<file path="src/rtl/core/fls_pkg.sv">
// ----------------------------------------------------------------------------
// fls_pkg
// Shared codes, constants and inter-module types of the FP load/store unit.
// ----------------------------------------------------------------------------
package fls_pkg;

	localparam int unsigned REG_COUNT_DEF = 32;

	// low three opcode bits
	localparam logic [2:0] CMD_LDF   = 3'd0;
	localparam logic [2:0] CMD_LDFSR = 3'd1;
	localparam logic [2:0] CMD_LDDF  = 3'd3;
	localparam logic [2:0] CMD_STF   = 3'd4;
	localparam logic [2:0] CMD_STFSR = 3'd5;
	localparam logic [2:0] CMD_STDF  = 3'd7;

	localparam logic [1:0] STAT_DONE  = 2'd0;
	localparam logic [1:0] STAT_ALIGN = 2'd1;
	localparam logic [1:0] STAT_UNIMP = 2'd2;

	localparam logic [31:0] FSR_RESERVED_MASK = 32'h0030_1000;
	localparam logic [31:0] FSR_VERSION_BITS  = 32'h000E_0000;
	localparam logic [31:0] DOUBLE_ALIGN_MASK = 32'h0000_0007;
	localparam int unsigned IMM_EXT_BITS      = 19;
	localparam logic [31:0] WORD_STEP         = 32'd4;

	// decoded view of the request held in stage 1
	typedef struct packed {
		logic [31:0] ea;
		logic [31:0] trap_addr;
		logic [1:0]  status;
		logic        mem_write;
		logic        two_beat;
		logic        sel_fsr;
		logic        wr_single;
		logic        wr_pair;
		logic        wr_fsr;
	} dec_t;

	// register file write port
	typedef struct packed {
		logic        even_en;
		logic        odd_en;
		logic        fsr_en;
		logic [31:0] even_data;
		logic [31:0] odd_data;
		logic [31:0] fsr_data;
	} rf_wr_t;

endpackage

</file>
<file path="src/rtl/core/fls_agen.sv">
// ----------------------------------------------------------------------------
// fls_agen
// Effective address generation and opcode decode for one request.
// ----------------------------------------------------------------------------
module fls_agen (
	input  logic               [2:0]  command,
	input  logic                      immediate_mode,
	input  logic               [31:0] base_value,
	input  logic               [31:0] index_value,
	input  logic signed        [12:0] offset_immediate,
	input  logic               [31:0] instruction_address,
	output fls_pkg::dec_t             dec
);
	import fls_pkg::*;

	logic [31:0] simm;
	logic [31:0] ea;
	logic        aligned;

	assign simm    = {{IMM_EXT_BITS{offset_immediate[12]}}, offset_immediate};
	assign ea      = base_value + (immediate_mode ? simm : index_value);
	assign aligned = (ea & DOUBLE_ALIGN_MASK) == 32'd0;

	always_comb begin
		dec           = '0;
		dec.ea        = ea;
		dec.trap_addr = ea;
		dec.status    = STAT_DONE;
		case (command)
			CMD_LDF: begin
				dec.wr_single = 1'b1;
			end
			CMD_LDFSR: begin
				dec.wr_fsr = 1'b1;
			end
			CMD_LDDF: begin
				if (aligned) begin
					dec.wr_pair = 1'b1;
				end else begin
					dec.status = STAT_ALIGN;
				end
			end
			CMD_STF: begin
				dec.mem_write = 1'b1;
			end
			CMD_STFSR: begin
				dec.mem_write = 1'b1;
				dec.sel_fsr   = 1'b1;
			end
			CMD_STDF: begin
				if (aligned) begin
					dec.mem_write = 1'b1;
					dec.two_beat  = 1'b1;
				end else begin
					dec.status = STAT_ALIGN;
				end
			end
			default: begin
				dec.status    = STAT_UNIMP;
				dec.trap_addr = instruction_address;
			end
		endcase
	end

endmodule

</file>
<file path="src/rtl/core/fls_regfile.sv">
// ----------------------------------------------------------------------------
// fls_regfile
// FP register file split into even and odd banks, plus the FP status register.
// ----------------------------------------------------------------------------
module fls_regfile #(
	parameter int unsigned REGISTER_COUNT = fls_pkg::REG_COUNT_DEF,
	localparam int unsigned BANK_DEPTH    = REGISTER_COUNT / 2,
	localparam int unsigned BANK_AW       = $clog2(BANK_DEPTH)
) (
	input  logic                   clk,
	input  logic                   arst_n,
	input  logic [BANK_AW-1:0]     idx,
	input  fls_pkg::rf_wr_t        wr,
	output logic [31:0]            even_data,
	output logic [31:0]            odd_data,
	output logic [31:0]            fsr_data
);
	import fls_pkg::*;

	logic [31:0] even_q [BANK_DEPTH];
	logic [31:0] odd_q  [BANK_DEPTH];
	logic [31:0] fsr_q;

	always_ff @(posedge clk or negedge arst_n) begin
		if (!arst_n) begin
			for (int i = 0; i < BANK_DEPTH; i++) begin
				even_q[i] <= '0;
				odd_q[i]  <= '0;
			end
			fsr_q <= '0;
		end else begin
			if (wr.even_en) begin
				even_q[idx] <= wr.even_data;
			end
			if (wr.odd_en) begin
				odd_q[idx] <= wr.odd_data;
			end
			if (wr.fsr_en) begin
				fsr_q <= wr.fsr_data;
			end
		end
	end

	assign even_data = even_q[idx];
	assign odd_data  = odd_q[idx];
	assign fsr_data  = fsr_q;

endmodule

</file>
<file path="src/rtl/core/fpu_load_store_unit.sv">
// ----------------------------------------------------------------------------
// fpu_load_store_unit
// Executes FP load/store requests: address, decode, register file update and
// store word generation between a request register and a result register.
// ----------------------------------------------------------------------------
//  channel   | handshake            | payload
//  ----------+----------------------+---------------------------------------
//  request   | cmd_valid/cmd_stall  | command .. instruction_address
//  result    | res_valid/res_stall  | status, memory_write .. last
//
//  A request is held in stage 1 and its result is then registered for output.
//  One result per cycle while res_stall is low; an aligned double store gives
//  two results, one per word.
//  Reset clears all FP registers and the status register at once.
//  A stalled result holds; stage 1 takes a request while it waits only if empty.
// ----------------------------------------------------------------------------
module fpu_load_store_unit #(
	parameter int unsigned REGISTER_COUNT = fls_pkg::REG_COUNT_DEF
) (
	input  logic               clk,
	input  logic               arst_n,
	input  logic               cmd_valid,
	output logic               cmd_stall,
	input  logic        [2:0]  command,
	input  logic               immediate_mode,
	input  logic        [31:0] base_value,
	input  logic        [31:0] index_value,
	input  logic signed [12:0] offset_immediate,
	input  logic        [4:0]  fp_register_number,
	input  logic        [31:0] load_word_first,
	input  logic        [31:0] load_word_second,
	input  logic        [31:0] instruction_address,
	output logic               res_valid,
	input  logic               res_stall,
	output logic        [1:0]  status,
	output logic               memory_write,
	output logic        [31:0] memory_address,
	output logic        [31:0] memory_data,
	output logic        [31:0] trap_address,
	output logic               last
);
	import fls_pkg::*;

	localparam int unsigned BANK_AW = $clog2(REGISTER_COUNT / 2);

	// stage 1 request register
	logic               valid_s1;
	logic               beat_s1;
	logic        [2:0]  command_s1;
	logic               imode_s1;
	logic        [31:0] base_s1;
	logic        [31:0] index_s1;
	logic signed [12:0] imm_s1;
	logic        [4:0]  rd_s1;
	logic        [31:0] w0_s1;
	logic        [31:0] w1_s1;
	logic        [31:0] pc_s1;

	// result register
	logic        res_valid_q;
	logic [1:0]  status_q;
	logic        mem_write_q;
	logic [31:0] mem_addr_q;
	logic [31:0] mem_data_q;
	logic [31:0] trap_addr_q;
	logic        last_q;

	dec_t        dec;
	rf_wr_t      rf_wr;
	logic [31:0] even_data;
	logic [31:0] odd_data;
	logic [31:0] fsr_data;
	logic [31:0] store_word;
	logic        pick_odd;
	logic        out_free;
	logic        s1_go;
	logic        s1_done;
	logic        cmd_take;

	fls_agen u_agen (
		.command             (command_s1),
		.immediate_mode      (imode_s1),
		.base_value          (base_s1),
		.index_value         (index_s1),
		.offset_immediate    (imm_s1),
		.instruction_address (pc_s1),
		.dec                 (dec)
	);

	fls_regfile #(
		.REGISTER_COUNT (REGISTER_COUNT)
	) u_regfile (
		.clk       (clk),
		.arst_n    (arst_n),
		.idx       (rd_s1[BANK_AW:1]),
		.wr        (rf_wr),
		.even_data (even_data),
		.odd_data  (odd_data),
		.fsr_data  (fsr_data)
	);

	assign out_free  = !res_valid_q || !res_stall;
	assign s1_go     = valid_s1 && out_free;
	assign s1_done   = s1_go && (!dec.two_beat || beat_s1);
	assign cmd_stall = valid_s1 && !s1_done;
	assign cmd_take  = cmd_valid && !cmd_stall;

	// commit register writes only as the request leaves stage 1
	always_comb begin
		rf_wr           = '0;
		rf_wr.even_en   = s1_done && (dec.wr_pair || (dec.wr_single && !rd_s1[0]));
		rf_wr.odd_en    = s1_done && (dec.wr_pair || (dec.wr_single && rd_s1[0]));
		rf_wr.fsr_en    = s1_done && dec.wr_fsr;
		rf_wr.even_data = w0_s1;
		rf_wr.odd_data  = dec.wr_pair ? w1_s1 : w0_s1;
		rf_wr.fsr_data  = w0_s1;
	end

	assign pick_odd = dec.two_beat ? beat_s1 : rd_s1[0];

	always_comb begin
		if (!dec.mem_write) begin
			store_word = '0;
		end else if (dec.sel_fsr) begin
			store_word = (fsr_data & ~FSR_RESERVED_MASK) | FSR_VERSION_BITS;
		end else begin
			store_word = pick_odd ? odd_data : even_data;
		end
	end

	always_ff @(posedge clk or negedge arst_n) begin
		if (!arst_n) begin
			valid_s1    <= 1'b0;
			beat_s1     <= 1'b0;
			res_valid_q <= 1'b0;
		end else begin
			if (cmd_take) begin
				valid_s1 <= 1'b1;
			end else if (s1_done) begin
				valid_s1 <= 1'b0;
			end
			// second beat of a double store follows the first
			if (s1_done) begin
				beat_s1 <= 1'b0;
			end else if (s1_go) begin
				beat_s1 <= 1'b1;
			end
			if (out_free) begin
				res_valid_q <= valid_s1;
			end
		end
	end

	always_ff @(posedge clk) begin
		if (cmd_take) begin
			command_s1 <= command;
			imode_s1   <= immediate_mode;
			base_s1    <= base_value;
			index_s1   <= index_value;
			imm_s1     <= offset_immediate;
			rd_s1      <= fp_register_number;
			w0_s1      <= load_word_first;
			w1_s1      <= load_word_second;
			pc_s1      <= instruction_address;
		end
	end

	always_ff @(posedge clk) begin
		if (s1_go) begin
			status_q    <= dec.status;
			mem_write_q <= dec.mem_write;
			mem_addr_q  <= beat_s1 ? dec.ea + WORD_STEP : dec.ea;
			mem_data_q  <= store_word;
			trap_addr_q <= dec.trap_addr;
			last_q      <= !dec.two_beat || beat_s1;
		end
	end

	assign res_valid      = res_valid_q;
	assign status         = status_q;
	assign memory_write   = mem_write_q;
	assign memory_address = mem_addr_q;
	assign memory_data    = mem_data_q;
	assign trap_address   = trap_addr_q;
	assign last           = last_q;

endmodule

</file>
<file path="config.mk">
export PLATFORM = sky130hd
export DESIGN_NAME = fpu_load_store_unit
export DESIGN_NICKNAME = d
export VERILOG_FILES = /design/src/rtl/core/fls_pkg.sv /design/src/rtl/core/fls_agen.sv /design/src/rtl/core/fls_regfile.sv /design/src/rtl/core/fpu_load_store_unit.sv
export SDC_FILE = /design/constraint.sdc
export NUM_CORES = 2
export LEC_CHECK = 0
export BUFFER_PORTS_ARGS = -buffer_cell sky130_fd_sc_hd__buf_2
export CAP_MARGIN = 20
export CORE_MARGIN = 2
export CORE_UTILIZATION = 45
export CTS_BUF_LIST = sky130_fd_sc_hd__clkbuf_2
export DETAILED_ROUTE_END_ITERATION = 6
export SLEW_MARGIN = 10
export SYNTH_ARGS = -nofsm -noshare
export SYNTH_HDL_FRONTEND = slang
export SYNTH_HIERARCHICAL = 1
export SYNTH_SLANG_ARGS = --single-unit
</file>
<file path="constraint.sdc">
create_clock -name clk -period 18.5 [get_ports clk]
set_clock_uncertainty 0.1 [all_clocks]
set_input_delay 2.775 -clock clk [delete_from_list [all_inputs] [get_ports clk]]
set_output_delay 2.775 -clock clk [all_outputs]
set_load 0.02 [all_outputs]
</file>
# Word level (Yosys, flattened, before mapping)
# Cells that the tools add are included.
# word_totals
register_bits	1341
input_bits	186
output_inout_bits	102
word_cells	123
# classes
n_addsub	2
magnitude_cmp	2
eq_ne	5
n_mux	31
bitwise	2
reduce_logical	29
# ops
cell	count
$bwmux 512	2
$mux 32	11
$bmux 32 s4	2
$demux 32 s4	1
$add 32x3->32 const B	1
$add 32x32->32	1
$logic_not 32->1	1
$mux 1	12
$logic_and 1x1->1	10
$eq 3x3->1 const B	3
$logic_not 1->1	6
$reduce_or 2->1	3
$reduce_or 6->1	1
$ge 5x5->1 const B	1
$lt 5x1->1 const B	1
$not 4->5	1
$logic_or 1x1->1	4
$pmux 2 s2	1
$reduce_bool 2->1	2
$reduce_or 4->1	1
$eq 3x1->1 const B	1
$eq 3x2->1 const B	1
$logic_not 3->1	1
$mux 2	1
2 further kinds	2

# Depth between registers and ports, before layout
# logic_depth
word_depth	13
depth_mapped	18

# By module
# Netlist, hierarchy kept.
# modules_own_cells
module	n_inst	cells_per_inst	area_per_inst_um2	seq_area_each_um2
fls_regfile	1	2865	46824.9	26425.3
fpu_load_store_unit	1	553	10423.7	8543.2
fls_agen	1	455	2827.7	0.0

# Least setup slack after synthesis
# Ideal clock, no wire load.
# synth_timing
path_kind	input to register
from	in res_stall
to	reg base_s1[0], enable pin
setup_ns	0.563
arrival_time_ns	15.347
t_required_ns	17.837
path_slack_ns	2.490
cell_stages	4
n_path_buf	0
path_cell_list	a21boi_0 nand2_1 nand2_1 and2_1
# synth_via
elab_chain_len	8
# synth_lines
element	line	source
start: declaration	fpu_load_store_unit.sv:34	input logic res_stall,
$logic_not 1->1	fpu_load_store_unit.sv:102	assign out_free = !res_valid_q || !res_stall;
$logic_or 1x1->1	fpu_load_store_unit.sv:102	
$logic_and 1x1->1	fpu_load_store_unit.sv:103	assign s1_go = valid_s1 && out_free;
$logic_and 1x1->1	fpu_load_store_unit.sv:104	assign s1_done = s1_go && (!dec.two_beat || beat_s1);
$logic_not 1->1	fpu_load_store_unit.sv:105	assign cmd_stall = valid_s1 && !s1_done;
$logic_and 1x1->1	fpu_load_store_unit.sv:105	
$logic_not 1->1	fpu_load_store_unit.sv:106	assign cmd_take = cmd_valid && !cmd_stall;
$logic_and 1x1->1	fpu_load_store_unit.sv:106	
named net cmd_take	fpu_load_store_unit.sv:78	logic cmd_take;
end signal: assignment	fpu_load_store_unit.sv:158	base_s1 <= base_value;
end: declaration	fpu_load_store_unit.sv:51	logic [31:0] base_s1;
# The timed path passes the listed nets, and every way through them passes these cells.
# A chain may end at the register's enable or synchronous reset.

==> run summary <==
Core region area = 131800 um2
Startpoint Class = flop
Largest net degree at the start of global routing = 190
Final Hold Viols = 0
Fmax = 125.1 MHz
Port Buffer Count = 287
Vert. Die Dim = 368.7 um
Status = complete, no violations
DRT Pass-1 Iters = 5
GP Congestion = 0.8193
Area after DPL = 62980 um2
Flop-to-flop setup slack = 12.42 ns
Resize count post-CTS = 0
Worst path required time = 15.62 ns
# rows = 133
Max Slew Vio Count = 0
MaxCap Viol Count = 0
Synth Instances = 3861
H-tree levels = 5
CTS root buf = clkbuf_2
Critical Path Source = imode_s1
Number of global-route vias before repair = 37300
DR vias = 35430
Synthesized cell area = 59860 um2
Ys Warns = 6
Clk_lat worst skew = 1.69 ns
Fin Setup TNS = 0 ns
DRC violations left = 0
Grt ovf = 0
FF-to-FF Start = imode_s1
RSZ-0062 raised after global routing = no
Dpl cells = 5686
CP max FO = 33
Final-report setup violation count = 0
Area of the multi-input gates = 23720 um2
Pleak = 31.24 nW
# IOs = 288
Hold Crit Class = flop to flop
Worst r2r path cells = 17
Reg2Reg Capture Point = u_regfile/odd_q[133]
Final ANT Viol Nets = 0
Worst-path clk slew = 0.14 ns
Final non-filler cell total = 6319
DRT iter0 DRCs = 2318
Initial antenna violation count = 10
All-Layer GR Usage = 0.2337
Initial Util = 0.4542
DP HPWL = 92.78 mm
Setup CP Type = flop to output port
Die area = 136000 um2
Final Power = 6.430 mW
FF/Latch Area = 34820 um2
Fin nets = 4520
CTS Hold Buffers Added = 0
First-pass GRT wire length = 238.1 mm
Vias/cell = 5.607
Die W = 368.7 um
CTS tree = done
Sink Count = 1335
Peak VDD IR = 66.05 uV
Routed wire length = 156.9 mm
PwrDens = 97.19 nW/um2
Final period util = 0.4322
Rel. slew slack = 0.2323
Total CTS buffers = 366
Layout fillers = 11530
P&R area growth vs syn = 10.52%
CTS Buffer Depth = 4
Post-Syn Area per Cell = 15.50 um2
Crit path arrival time = 5.12 ns
Setup repair bufs after CTS = 0
Design area = 66160 um2
Crit end category = output port
Synth Net Count = 4080
Layout cells sized above 1 = 0.5075
Final min period = 7.996 ns
Routed WL per cell = 24.84 um
Worst-margin pin slew = 1.152 ns
Critical path destination = cmd_stall
worst max-delay path, cell delays in order, from the launching register on:
cell and delay (ns):
edfxtp_1 0.34, buf_4 0.33, mux2_2 0.23, ha_1 0.17, inv_1 0.07, fa_1 0.40, xnor2_1 0.25, nor3_1 0.24
buf_4 0.23, nand3_1 0.23, nor2_1 0.31, nand2b_1 0.16, nand2_1 0.15, nand2_1 0.10, inv_1 0.05, buf_2 0.15
registers in the layout (all words and copies together) (netlist names), 2 cells and up:
name,count
command_s1,3
base_s1,32
index_s1,32
memory_address,32
u_regfile/fsr_data,26
trap_address,32
u_regfile/odd_q,512
memory_data,32
rd_s1,5
pc_s1,32
imm_s1,13
w1_s1,32
w0_s1,32
u_regfile/even_q,512
status,2
metrics by stage:
step                hold slack (ns)    util  setup WS (ns)
floorplan                    0.3427       -          2.490
CTS                          0.3162  0.5013          10.22
detailed placement           0.3707  0.4779          11.56
finish                       0.3282  0.5020          10.50
global route                 0.3537  0.5019          10.01
global placement             0.3623  0.4779          11.53
cells in the final DEF (no fill, tap or decap), types with 49 or more instances in the layout:
| master | n |
|---|---|
| a22oi_1 | 128 |
| buf_2 | 286 |
| buf_4 | 71 |
| clkbuf_2 | 566 |
| dfrtp_1 | 1053 |
| edfxtp_1 | 282 |
| mux2_1 | 51 |
| mux2_2 | 1054 |
| mux4_2 | 256 |
| nand2_1 | 185 |
| nor2_1 | 49 |
| o21ai_0 | 64 |
layer usage:
metal / part of all wire / vias up / track usage
met5: 0 / - / 0
met4: 0.022 / 0 / 0.07606
met3: 0.044 / 255 / 0.03665
met2: 0.48 / 858 / 0.3707
met1: 0.46 / 18820 / 0.3307
li1: - / 15500 / -
area by class of cell:
| type | instances | area share |
|---|---|---|
| inverters | 39 | 0.002213 |
| well taps | 1755 | 0.03319 |
| multi-input cells | 2193 | 0.3585 |
| diodes | 12 | 0.0004539 |
| clock inverters | 53 | 0.003953 |
| clock buffers | 566 | 0.04282 |
| flip-flops and latches | 1335 | 0.5263 |
| repair buffers | 366 | 0.03257 |
power by group:
part           switching (mW)  internal [mW]
sequential              0.148           3.31
clock                    1.21          0.823
combinational           0.523          0.415
how the worst min path moves through the flow:
stage | start | end | slack (ns) | cells past startpoint
2_1_floorplan | valid_s1 | res_valid | 0.34 | 1
3_3_place_gp | u_regfile/even_q[309] | u_regfile/even_q[309] | 0.36 | 1
3_5_place_dp | u_regfile/odd_q[312] | u_regfile/odd_q[312] | 0.37 | 1
4_1_cts | valid_s1 | res_valid | 0.32 | 1
5_1_grt | valid_s1 | res_valid | 0.35 | 1
6_report | valid_s1 | res_valid | 0.33 | 1
No activity file was read; power rests on OpenSTA's default activity.
